$ cat config.mk
export PLATFORM = sky130hd
export DESIGN_NAME = read_buffer_range_table
export DESIGN_NICKNAME = d
export VERILOG_FILES = /design/src/design/rbrt_pkg.sv /design/src/design/read_buffer_range_table.sv
export SDC_FILE = /design/constraint.sdc
export NUM_CORES = 1
export LEC_CHECK = 0
export BUFFER_PORTS_ARGS = -buffer_cell sky130_fd_sc_hd__buf_4
export CORE_MARGIN = 2
export CORE_UTILIZATION = 67
export DETAILED_ROUTE_END_ITERATION = 8
export MAX_ROUTING_LAYER = met4
export PLACE_DENSITY = 0.92
export RECOVER_POWER = 25
export SLEW_MARGIN = 20
export SYNTH_ARGS = -nofsm -noshare
export SYNTH_HDL_FRONTEND = slang
export SYNTH_SLANG_ARGS = --single-unit
$ cat constraint.sdc
create_clock -name i_clk -period 9.2 [get_ports i_clk]
set_clock_uncertainty 0.15 [all_clocks]
set_input_delay 1.84 -clock i_clk [delete_from_list [all_inputs] [get_ports i_clk]]
set_output_delay 1.84 -clock i_clk [all_outputs]
set_load 0.1 [all_outputs]
$ cat src/design/rbrt_pkg.sv
// rbrt_pkg: action codes, size kinds and range helpers for the read buffer table.
// No dependencies.
package rbrt_pkg;

    typedef enum logic [1:0] {
        ACT_SEARCH  = 2'd0,
        ACT_LOAD    = 2'd1,
        ACT_INV_ONE = 2'd2,
        ACT_INV_ALL = 2'd3
    } t_action;

    localparam logic [1:0] KIND_NONE = 2'd0;
    localparam logic [1:0] KIND_4    = 2'd1;
    localparam logic [1:0] KIND_16   = 2'd2;
    localparam logic [1:0] KIND_32   = 2'd3;

    function automatic logic [5:0] kind_bytes(input logic [1:0] kind);
        logic [5:0] bytes;
        unique case (kind)
            KIND_NONE: bytes = 6'd0;
            KIND_4:    bytes = 6'd4;
            KIND_16:   bytes = 6'd16;
            KIND_32:   bytes = 6'd32;
            default:   bytes = 6'd0;
        endcase
        return bytes;
    endfunction

    // aligned base; an invalid kind clears the whole address
    function automatic logic [31:0] align_base(input logic [31:0] addr, input logic [1:0] kind);
        logic [31:0] base;
        unique case (kind)
            KIND_NONE: base = 32'd0;
            KIND_4:    base = {addr[31:2], 2'b00};
            KIND_16:   base = {addr[31:4], 4'b0000};
            KIND_32:   base = {addr[31:5], 5'b00000};
            default:   base = 32'd0;
        endcase
        return base;
    endfunction

endpackage

$ cat src/design/read_buffer_range_table.sv
// read_buffer_range_table: MMU read-buffer table with one shared range comparator.
// Search: scans from entry 0 until a hit or the last entry, result beat on the cycle after the scan ends.
// Load (index in range): scans every entry, then one result beat. Invalidate: result beat next cycle.
// One item at a time; busy is high during the scan, next beat taken in the result cycle.
// Synchronous active-low reset clears all entries to invalid and the sequencer to idle.
module read_buffer_range_table #(
    parameter int ENTRIES = 4
) (
    input  logic        i_clk,
    input  logic        i_rst_n,
    input  logic        start,
    output logic        busy,
    input  logic [1:0]  i_action,
    input  logic [31:0] i_address,
    input  logic [1:0]  i_entry_index,
    input  logic [1:0]  i_buffer_size,
    input  logic [3:0]  i_fault_code,
    output logic        o_done,
    output logic        o_hit,
    output logic [1:0]  o_hit_index,
    output logic [3:0]  o_hit_fault
);

    localparam int IW = (ENTRIES > 1) ? $clog2(ENTRIES) : 1;
    localparam logic [IW-1:0] LAST = IW'(ENTRIES - 1);

    typedef enum logic [1:0] {
        ST_IDLE = 2'b01,
        ST_SCAN = 2'b10
    } t_state;

    t_state                 r_state, n_state;
    logic [IW-1:0]          r_cnt;
    rbrt_pkg::t_action      r_act;
    logic [IW-1:0]          r_idx;
    logic [1:0]             r_kind_new;
    logic [3:0]             r_fault_new;
    logic [31:0]            r_q_lo;
    logic [32:0]            r_q_hi;

    logic [1:0]             r_kind  [ENTRIES];
    logic [31:0]            r_base  [ENTRIES];
    logic [3:0]             r_fault [ENTRIES];

    logic                   r_done;
    logic                   r_hit;
    logic [1:0]             r_hit_index;
    logic [3:0]             r_hit_fault;

    logic                   w_accept;
    logic                   w_idx_ok;
    logic                   w_quick;
    logic [31:0]            w_nb;
    logic [1:0]             w_kind;
    logic [31:0]            w_base;
    logic [32:0]            w_end;
    logic                   w_match;
    logic                   w_last;
    logic                   w_finish;

    assign busy     = (r_state == ST_SCAN);
    assign w_accept = start && !busy;
    assign w_idx_ok = (32'(i_entry_index) < ENTRIES);
    assign w_nb     = rbrt_pkg::align_base(i_address, i_buffer_size);

    // beats answered without a scan
    assign w_quick  = w_accept
                      && (rbrt_pkg::t_action'(i_action) == rbrt_pkg::ACT_INV_ONE
                      || rbrt_pkg::t_action'(i_action) == rbrt_pkg::ACT_INV_ALL
                      || (rbrt_pkg::t_action'(i_action) == rbrt_pkg::ACT_LOAD && !w_idx_ok));

    // shared range comparator on entry r_cnt against query [r_q_lo, r_q_hi)
    assign w_kind  = r_kind[r_cnt];
    assign w_base  = r_base[r_cnt];
    assign w_end   = {1'b0, w_base} + 33'(rbrt_pkg::kind_bytes(w_kind));
    assign w_match = (w_kind != rbrt_pkg::KIND_NONE) && ({1'b0, w_base} < r_q_hi)
                     && ({1'b0, r_q_lo} < w_end);
    assign w_last  = (r_cnt == LAST);
    assign w_finish = busy && (w_last || (r_act == rbrt_pkg::ACT_SEARCH && w_match));

    always_comb begin
        n_state = r_state;
        unique case (r_state)
            ST_IDLE: begin
                if (w_accept && (rbrt_pkg::t_action'(i_action) == rbrt_pkg::ACT_SEARCH
                    || (rbrt_pkg::t_action'(i_action) == rbrt_pkg::ACT_LOAD && w_idx_ok))) begin
                    n_state = ST_SCAN;
                end
            end
            ST_SCAN: begin
                if (w_finish) begin
                    n_state = ST_IDLE;
                end
            end
            default: n_state = ST_IDLE;
        endcase
    end

    always_ff @(posedge i_clk) begin
        if (!i_rst_n) begin
            r_state <= ST_IDLE;
            r_cnt   <= '0;
            r_done  <= 1'b0;
            for (int i = 0; i < ENTRIES; i++) begin
                r_kind[i]  <= rbrt_pkg::KIND_NONE;
                r_fault[i] <= 4'd0;
            end
        end else begin
            r_state <= n_state;
            r_done  <= w_quick || w_finish;
            if (w_accept) begin
                r_cnt <= '0;
                unique case (rbrt_pkg::t_action'(i_action))
                    rbrt_pkg::ACT_SEARCH, rbrt_pkg::ACT_LOAD: ;
                    rbrt_pkg::ACT_INV_ONE: begin
                        if (w_idx_ok) begin
                            r_kind[IW'(i_entry_index)] <= rbrt_pkg::KIND_NONE;
                        end
                    end
                    rbrt_pkg::ACT_INV_ALL: begin
                        for (int i = 0; i < ENTRIES; i++) begin
                            r_kind[i] <= rbrt_pkg::KIND_NONE;
                        end
                    end
                    default: ;
                endcase
            end
            if (busy) begin
                r_cnt <= r_cnt + IW'(1);
                if (r_act == rbrt_pkg::ACT_LOAD) begin
                    // target entry is rewritten below on the last step
                    if (w_match && !(w_last && r_cnt == r_idx)) begin
                        r_kind[r_cnt] <= rbrt_pkg::KIND_NONE;
                    end
                    if (w_last) begin
                        r_kind[r_idx]  <= r_kind_new;
                        r_fault[r_idx] <= r_fault_new;
                    end
                end
            end
        end
    end

    // payload registers
    always_ff @(posedge i_clk) begin
        if (w_accept) begin
            r_act       <= rbrt_pkg::t_action'(i_action);
            r_idx       <= IW'(i_entry_index);
            r_kind_new  <= i_buffer_size;
            r_fault_new <= i_fault_code;
            r_hit       <= 1'b0;
            r_hit_index <= 2'd0;
            r_hit_fault <= 4'd0;
            if (rbrt_pkg::t_action'(i_action) == rbrt_pkg::ACT_SEARCH) begin
                r_q_lo <= i_address;
                r_q_hi <= {1'b0, i_address} + 33'd1;
            end else begin
                r_q_lo <= w_nb;
                r_q_hi <= {1'b0, w_nb} + 33'(rbrt_pkg::kind_bytes(i_buffer_size));
            end
        end
        if (busy && r_act == rbrt_pkg::ACT_SEARCH && w_match) begin
            r_hit       <= 1'b1;
            r_hit_index <= 2'(r_cnt);
            r_hit_fault <= r_fault[r_cnt];
        end
        if (busy && r_act == rbrt_pkg::ACT_LOAD && w_last) begin
            r_base[r_idx] <= r_q_lo;
        end
    end

    assign o_done      = r_done;
    assign o_hit       = r_hit;
    assign o_hit_index = r_hit_index;
    assign o_hit_fault = r_hit_fault;

endmodule

Word level (Yosys, flattened, before mapping)
Memory sizes are Yosys's and may differ from the RTL's. A register that Yosys moved wholly into a read port is not among the register bits.
Index checks and enable logic that the tools add are counted.
{"block": "word_totals", "register_bits": 87, "latchBits": 0, "ramBits": 152, "rom_bits": 0, "input_bits": 45, "out_inout_bits": 9, "word_cells": 130, "n_memories": 3}
{"block": "classes", "addsub": 4, "mul": 0, "n_div": 0, "order_cmp": 2, "eq_ne": 16, "shift": 0, "muxes": 58, "bitwise": 4, "n_reduce_logical": 31}
{"memory": "r_base", "words": 4, "word_bits": 32, "rd": 1, "rd_ports_with_merged_regs": 1, "wr": 1, "line_no": "read_buffer_range_table.sv:42", "rtl": "logic [31:0] r_base [ENTRIES];"}
{"memory": "r_fault", "words": 4, "word_bits": 4, "rd": 1, "rd_ports_with_merged_regs": 1, "wr": 4, "line_no": "read_buffer_range_table.sv:43", "rtl": "logic [3:0] r_fault [ENTRIES];"}
{"memory": "r_kind", "words": 4, "word_bits": 2, "rd": 1, "rd_ports_with_merged_regs": 1, "wr": 4, "line_no": "read_buffer_range_table.sv:41", "rtl": "logic [1:0] r_kind [ENTRIES];"}
{"cell": "32-bit case mux with 4 select lines", "n": 1}
{"cell": "32-bit by 6-bit adder with 33-bit output", "n": 2}
{"cell": "32-bit by 33-bit less-than comparator with 1-bit output", "n": 2}
{"cell": "6-bit case mux with 4 select lines", "n": 2}
{"cell": "2-bit 2-to-1 mux", "n": 22}
{"cell": "32-bit by 1-bit adder with 33-bit output (second input constant)", "n": 1}
{"cell": "33-bit 2-to-1 mux", "n": 1}
{"cell": "32-bit 2-to-1 mux", "n": 1}
{"cell": "1-bit 2-to-1 mux", "n": 25}
{"cell": "2-bit == test (second input constant)", "n": 8}
{"cell": "1-bit logical AND", "n": 13}
{"cell": "4-bit 2-to-1 mux", "n": 3}
{"cell": "6-bit 2-to-1 mux", "n": 2}
{"cell": "2-bit by 1-bit == test with 1-bit output (second input constant)", "n": 5}
{"cell": "2-bit zero test", "n": 4}
{"cell": "2-bit nonzero test", "n": 3}
{"cell": "2-bit OR reduction", "n": 3}
{"cell": "1-bit logical OR", "n": 4}
{"cell": "1-bit bitwise OR", "n": 4}
{"cell": "2-bit case mux with 2 select lines", "n": 1}
{"cell": "4-bit OR reduction", "n": 1}
{"cell": "2-bit by 1-bit adder with 2-bit output (second input constant)", "n": 1}
{"cell": "2-bit == test", "n": 1}
{"cell": "1-bit zero test", "n": 2}
{"cell": "3 further kinds", "n": 3}

Depth between registers and ports, before layout
Gate-level depths: netlist (run 1).
{"block": "depth", "word_depth": 13, "depth_mapped": 25, "ltp_nobuf": 20}

Worst setup path before layout (run 1)
OpenSTA, ideal clock, no wires.
{"block": "synth_timing", "kind": "register to register", "start": "reg with a tool-made name", "end": "reg r_hit_fault[0] (netlist: o_hit_fault[0]) (enable)", "arrival_ns": 5.265, "slack_ns": 3.467, "stages_incl_launch_ff": 25, "n_path_buf": 5, "cell_sequence": "dfxtp_1 > buf_6 > buf_12 > buf_12 > buf_2 > mux4_2 > nor2b_1 > ha_1 > and3_1 > o21a_1 > o21ai_0 > or3_1 > nor2b_1 > nand4_1 > xor2_1 > ha_1 > nand4_1 > nor2_1 > a32oi_1 > nand2_1 > o32ai_1 > o31ai_1 > or4_1 > buf_6 > nand2_1"}
{"item": "end signal: assignment", "line_no": "read_buffer_range_table.sv:165", "rtl": "r_hit_fault <= r_fault[r_cnt];"}
{"item": "end: declaration", "line_no": "read_buffer_range_table.sv:48", "rtl": "logic [3:0] r_hit_fault;"}

==> results by group, run 1 <==
Worst setup path
  • WS Path Type: reg -> reg
  • CP max FO: 25
  • CP endpoint kind: flop
  • Arrival @ worst endpoint: 6.75 ns
  • Crit path cell chain: mux4_2 -> nor2b_1 -> ha_1 -> and3_1 -> o21a_1 -> o21ai_0 -> or3_1 -> nor2b_1 -> nand4_1 -> xor2_1 -> ha_1 -> nand4_1 -> nor2_1 -> a32oi_1 -> nand2_1 -> o32ai_1 -> o31ai_1 -> or4_1 -> nand2_1
  • Critical Path RT: 9.27 ns
  • Crit start category: flop
  • CP max-delay cell: dfxtp_2
  • CP peak stage delay: 0.93 ns

Routing
  • Remaining antenna violation count: 0
  • First-pass iteration count of the detailed router: 6
  • Vias: 8170
  • WL per Instance: 21.67 microns
  • Routed WL: 26820 microns
  • Initial DRC count: 1194
  • Drt drc: 0
  • Drt via density: 6.599

STA
  • Max Freq: 149.6 MHz
  • Final Cycle Share: 72.64%
  • Final hold violation count: 0
  • Slew headroom: 32.82%
  • # setup viols final: 0
  • RSZ-0062 raised after global routing: no
  • Clock period minus worst slack: 6.683 ns
  • Final Max Tran Viols: 0
  • Worst-Margin Slew: 0.9992 ns
  • Post-route setup TNS: 0 ns

Clocking
  • Worst-path clk slew: 0.06 ns
  • Clock Sinks: 241
  • CTS Buf Count: 24
  • Clk buf depth: 3
  • Max H-tree Level: 1
  • Hold-fix buffers at CTS: 0
  • Post-CTS sizing: 0
  • Post-CTS setup buffer count: 0
  • CTS tree: built
  • Clk Latency, worst-skew pair: 0.52 ns
  • CTS root buf: clkbuf_16

Global routing
  • Gr usage total: 28.89%
  • Initial antenna violation count: 0
  • Vias in the first global route: 8153
  • Gr ovfl total: 0
  • First-pass GRT wire length: 42550 microns
  • Largest net degree at the start of global routing: 67

Floorplanning
  • DIE AREA: 19360 sq um
  • Boundary pin count: 54
  • Core ar.: 17960 sq um
  • Die X: 139.1 microns
  • Row Count: 49
  • DIE HEIGHT: 139.1 microns
  • Initial Util: 68.11%

Place
  • IO buf count: 53
  • Hpwl dp: 18140 microns
  • Placed inst area: 12820 sq um
  • Final RePlAce weighted congestion: 0.9560

Logic synthesis
  • Syn Area/Cell: 13.04 sq um
  • Flops & latches, synth: 241
  • Post-Syn Nets: 1053
  • Asr flop ratio synth: 0%
  • Cell variety after synth: 61
  • Most used flip-flop cell after synthesis: edfxtp_1
  • Seq/Total Area, Yosys: 58.49%
  • Post-Syn Area: 12240 sq um
  • Synth top area cells: edfxtp_1, ha_1, mux4_2
  • Synth area leader: edfxtp_1
  • Synth Instances: 938
  • Area share of the largest cell type after synthesis: 57.18%
  • Post-synth EDFFs: 233
  • Synth warn: 0

Layout
  • Area delta synth->final: 11.48%
  • Cell area after layout: 13640 sq um
  • # nets final: 1109
  • Layout cells sized above 1: 13.18%
  • Inserted Diodes: 0
  • Fill cells: 989

Min path
  • HP Class: reg -> reg

Run
  • Max-Cap Viols: 0

Pwr
  • PD cells: 179.3 nW/um^2
  • Leakage: 0.005040 uW
  • Worst VDD drop: 0.1730 mV

Outcome
  • Status: finished, final reports clean
-- logic make-up after synthesis --
logic type                 after synthesis  synth area share [%]
xor gates and xnor gates                43                 3.078
buffers and inverters                   85                 3.058
muxes                                   43                 7.894
DFF                                    241                 58.49
and+or+nand+nor                        311                 12.83
AOI/OAI and AO/OA                      144                 7.404
adders and majority gates               71                 7.240
-- critical path: cells and delay by family (launching register included) --
kind | cells | cell delay (ns)
mux | 1 | 0.65
xor+xnor | 1 | 0.17
simple gates | 10 | 2.50
compound gates | 5 | 1.38
fa+ha+maj | 2 | 0.60
flops | 1 | 0.93
-- stage by stage --
stage          hold slack [ns]  total power, uW  cells  utilization, %  worst slack (ns)
6_report                0.3509             2446   1238           75.94             2.517
5_1_grt                 0.3858             2509   1238           75.94             2.125
3_3_place_gp            0.3070             1433   1197           71.37             2.857
3_5_place_dp            0.3010             1441   1197           71.37             2.690
4_1_cts                 0.3504             2448   1238           75.94             2.647
2_1_floorplan           0.3327             1378    938               -             3.467
-- final timing paths --
check | from | cells after the start | slack, ns | to
worst max-delay path | flop | 19 | 2.52 | o_hit_fault[3]
worst min-delay path | o_hit | 2 | 0.35 | o_hit
worst min register to register | o_hit | 2 | 0.35 | o_hit
worst max register to register | flop | 19 | 2.52 | o_hit_fault[3]
-- cell usage in the layout (no fill, tap or decap), drive strengths merged, types with 3 or more instances in the layout --
master / n
o21ai: 35
ha: 70
nor2: 74
nor2b: 13
a31oi: 7
nor4: 4
and2: 36
nor3b: 3
mux2i: 5
xor2: 26
nand4: 26
a21o: 14
a211oi: 5
nand3: 22
o211ai: 3
and4: 3
buf: 63
a21oi: 45
mux4: 38
edfxtp: 233
bufinv: 5
nor3: 20
a221o: 3
clkinv: 10
or2: 4
clkbuf: 27
nand2: 74
o21a: 10
dfxtp: 8
or3: 7
nand3b: 3
xnor2: 17
inv: 51
and3: 12
nand2b: 3
-- per-layer routing --
metal  wire [microns]  global-route usage [%]  part of all wire (%)
met1            10430                   38.15                    39
met5                0                       -                     0
met4             1047                   9.729                   3.9
met2            12920                   46.69                    48
met3             2427                   4.489                   9.0
-- power breakdown --
group          switching [uW]  internal, uW  leakage [uW]
clock network             391           629      0.000402
logic                     100          63.4       0.00236
registers                22.5          1240       0.00228
-- sequential cells by signal (all words and copies together) (netlist names), 2 cells and up, named ones only --
register / cells
r_q_hi: 33
r_base: 128
r_kind_new: 2
r_q_lo: 32
r_cnt: 2
r_kind: 8
r_fault: 16
r_idx: 2
o_hit_fault: 4
r_act: 2
r_state: 2
r_fault_new: 4
o_hit_index: 2
-- synthesized netlist by cell type (4+ instances only) --
cell type  number
edfxtp_1      233
nand2_1        74
nor2_1         72
ha_1           70
inv_1          52
a21oi_1        45
and2_1         36
o21ai_0        35
nand4_1        26
xor2_1         26
clkbuf_1       22
mux4_2         22
nand3_1        22
nor3_1         20
xnor2_1        17
mux4_1         16
a21o_1         14
and3_1         12
o21a_1         10
nor2b_1         9
dfxtp_1         8
a31oi_1         7
or3_1           7
a211oi_1        5
mux2i_1         5
nor2b_2         4
nor4_1          4
or2_2           4
-- area by class of cell --
class                           count  area [sq um]  share of cell area (%)
Sequential cell                   241          7158                   52.48
Timing Repair Buffer               63         473.0                   3.467
Clock inverter                     14         187.7                   1.376
Clock buffer                       27         633.1                   4.641
Inverter                           52         195.2                   1.431
Tap cell                          229         286.5                   2.101
Multi-Input combinational cell    612          4707                   34.51
(Power assumes the default switching activity.)
==> inputs of run 2 (changes only) <==
--- a/config.mk
+++ b/config.mk
@@ -5,12 +5,13 @@
 export SDC_FILE = /design/constraint.sdc
 export NUM_CORES = 1
 export LEC_CHECK = 0
+export ABC_AREA = 1
 export BUFFER_PORTS_ARGS = -buffer_cell sky130_fd_sc_hd__buf_4
 export CORE_MARGIN = 2
-export CORE_UTILIZATION = 67
+export CORE_UTILIZATION = 57
 export DETAILED_ROUTE_END_ITERATION = 8
 export MAX_ROUTING_LAYER = met4
-export PLACE_DENSITY = 0.92
+export PLACE_DENSITY = 0.83
 export RECOVER_POWER = 25
 export SLEW_MARGIN = 20
 export SYNTH_ARGS = -nofsm -noshare
==> constraint.sdc (replaced) <==
create_clock -name i_clk -period 5.98 [get_ports i_clk]
set_clock_uncertainty 0.15 [all_clocks]
set_input_delay 1.196 -clock i_clk [delete_from_list [all_inputs] [get_ports i_clk]]
set_output_delay 1.196 -clock i_clk [all_outputs]
set_load 0.1 [all_outputs]
==> run 2 against run 1 <==
Effect of this change:
- wire length grew 16%
- clock-buffer cell count shrank 1
- hold slack lost 0.030 ns
- critical endpoint unchanged
- largest power group unchanged
==> results by group, run 2 <==
Layout
  • Largest register by flop count: r_base
  • Layout cells sized above 1: 9.154% (-4.0 points)
  • Register Area: 7162 sq um (about the same)
  • Max reg flops: 128 (unchanged)
  • Area delta synth->final: 10.21%
  • Final cell count without fillers: 1892 (+53%)
  • Commonest cells after routing, fill and taps aside: nand2_1, edfxtp_1, inv_1
  • Fill cells: 1878 (+90%)
  • # nets final: 1673 (+51%)
  • Biggest regs: r_base x128, r_q_hi x33, r_q_lo x32
  • Multi-input gate area: 5271 sq um (+12%)
  • Final core occ: 63.78% (-12 points)
  • Inserted Diodes: 0 (unchanged)
  • Commonest non-fill, non-tap cell in the layout: nand2_1

Logic synthesis
  • Area share of the largest cell type after synthesis: 51.66% (-5.5 points)
  • Most common cell in the netlist: nand2_1
  • Synth Instances: 1505 (+60%)
  • Post-synth EDFFs: 233 (unchanged)
  • Synth top area cells: edfxtp_1, nand2_1, ha_1
  • Flops & latches, synth: 241 (unchanged)
  • Most used flip-flop cell after synthesis: edfxtp_1
  • Post-Syn Nets: 1620 (+54%)
  • Asr flop ratio synth: 0% (unchanged)
  • Post-Syn Area: 13540 sq um (+11%)
  • Seq/Total Area, Yosys: 52.84% (-5.7 points)
  • Synth top cells by count: nand2_1, edfxtp_1, inv_1, nor2_1, nand3_1
  • Syn Area/Cell: 8.999 sq um (-31%)
  • Cell variety after synth: 50 (-18%)
  • Synth area leader: edfxtp_1
  • Synth warn: 0 (unchanged)

STA
  • Final hold violation count: 0 (unchanged)
  • Worst-Margin Slew: 0.9644 ns (-0.03475 ns)
  • Final Cycle Share: 93.15% (+21 points)
  • Clock period minus worst slack: 5.570 ns (-1.112 ns)
  • Post-route setup TNS: 0 ns (unchanged)
  • RSZ-0062 raised after global routing: no
  • Slew headroom: 35.70% (+2.9 points)
  • Max Freq: 179.5 MHz (+20%)
  • # setup viols final: 0 (unchanged)
  • Final Max Tran Viols: 0 (unchanged)
  • Final WS setup: 0.4098 ns (-2.108 ns)

Clocking
  • Clk Latency, worst-skew pair: 0.53 ns (about the same)
  • Post-CTS setup buffer count: 0 (unchanged)
  • Clk buf depth: 3 (unchanged)
  • Clock Sinks: 241 (unchanged)
  • CTS Buf Count: 23 (-4.2%)
  • Max H-tree Level: 1 (unchanged)
  • CTS tree: built
  • Hold-fix buffers at CTS: 0 (unchanged)
  • Worst-path clk slew: 0.07 ns (about the same)
  • CTS root buf: clkbuf_16

Worst setup path
  • Critical Path RT: 6.04 ns (-3.23 ns)
  • Worst path most repeated cell: nand2_1
  • CP max FO: 26 (+4.0%)
  • CP bufs+invs: 2 (+2)
  • CP max-delay cell: or4_1
  • Arrival @ worst endpoint: 5.63 ns (-1.12 ns)
  • CP endpoint kind: flop
  • CP peak stage delay: 0.49 ns (-0.44 ns)
  • WS Path Type: reg -> reg
  • Crit start category: flop
  • Delay-heaviest family, CP: simple AND/OR/NAND/NOR gates

Place
  • DP Cell Count: 1852 (+55%)
  • Dpl ws: 0.3854 ns (-2.304 ns)
  • Final RePlAce weighted congestion: 0.9444 (-1.2%)
  • Hpwl dp: 22530 microns (+24%)
  • IO buf count: 53 (unchanged)

Routing
  • Drt via density: 5.471 (-17%)
  • Drt drc: 0 (unchanged)
  • First-pass iteration count of the detailed router: 5 (-1)
  • Initial DRC count: 910 (-24%)
  • Routed WL: 31130 microns (+16%)
  • Vias: 10350 (+27%)
  • Remaining antenna violation count: 0 (unchanged)
  • WL per Instance: 16.45 microns (-24%)

Floorplanning
  • Boundary pin count: 54 (unchanged)
  • DIE AREA: 25010 sq um (+29%)
  • DIE HEIGHT: 158.2 microns (+14%)
  • Die X: 158.2 microns (+14%)
  • Row Count: 56 (+14%)
  • Core ar.: 23400 sq um (+30%)
  • Initial Util: 57.88% (-10 points)

Global routing
  • Gr ovfl total: 0 (unchanged)
  • First-pass GRT wire length: 49910 microns (+17%)
  • Initial antenna violation count: 0 (unchanged)
  • Largest net degree at the start of global routing: 76 (+13%)
  • Gr usage total: 26.25% (-2.6 points)
  • Vias in the first global route: 9948 (+22%)

Pwr
  • Worst VDD drop: 0.1879 mV (+8.6%)
  • PD cells: 241.5 nW/um^2 (+35%)
  • Leakage: 0.006468 uW (+28%)

Min path
  • HP Class: reg -> reg

Outcome
  • Status: finished, final reports clean

Run
  • Max-Cap Viols: 0 (unchanged)
## run 2: metal layers
layer  up-vias  global-route usage [%]  wire length (microns)
li1       5084                       -                      -
met1      4784                   35.76                  13340
met2       420                   42.15                  14880
met3        63                   2.737                   2195
met4         0                   7.808                    713
met5         -                       -                      0
## run 2: what timing repair did
| action | in CTS | in global routing |
|---|---|---|
| endpoints found under the hold margin | 0 | 0 |
| setup endpoints to repair | 0 | 6 |
| resized for setup | 0 | 3 |
## run 2: layout make-up
class / count / area share (%)
Sequential cell: 241 / 47.98
Tap cell: 319 / 2.674
Timing Repair Buffer: 69 / 3.470
Inverter: 233 / 5.893
Clock inverter: 14 / 0.7376
Multi-Input combinational cell: 990 / 35.31
Clock buffer: 26 / 3.931
## run 2: final timing paths
| check | cells past startpoint | from | end | slack [ns] |
|---|---|---|---|---|
| worst max-delay path | 28 | flop | o_hit_fault[3] | 0.41 |
| worst min-delay path | 2 | o_hit | o_hit | 0.32 |
| worst max register to register | 28 | flop | o_hit_fault[3] | 0.41 |
| worst min register to register | 2 | o_hit | o_hit | 0.32 |
## run 2: worst reg2reg max path, delay by kind of cell (launching register included)
kind            cells  cell delay [ns]
xor+xnor            1             0.19
fa+ha+maj           3             0.64
simple gates       18             2.89
compound gates      4             0.68
buf+inv             2             0.26
flops               1             0.44
## run 2: through the flow
| step | total power (uW) | cell area (sq um) | hold slack (ns) |
|---|---|---|---|
| floorplan | 2162 | 13540 | 0.3265 |
| global placement | 2261 | 14210 | 0.3019 |
| detailed placement | 2274 | 14210 | 0.2916 |
| CTS | 3615 | 14910 | 0.3131 |
| global route | 3718 | 14930 | 0.3640 |
| finish | 3605 | 14930 | 0.3206 |
## run 2: cell families after synthesis
group | after synthesis | share of synthesized area, %
simple gates | 719 | 22.45
xor+xnor | 54 | 3.492
fa+ha+maj | 70 | 6.467
buf+inv | 274 | 8.545
compound gates | 147 | 6.208
flops | 241 | 52.84
## run 2: where the power goes
group / total, uW / internal [uW] / switching [uW] / leakage [uW]
Combinational: 300 / 102 / 198 / 0.00384
Clock: 1360 / 753 / 607 / 0.000343
Sequential: 1940 / 1910 / 36.6 / 0.00228
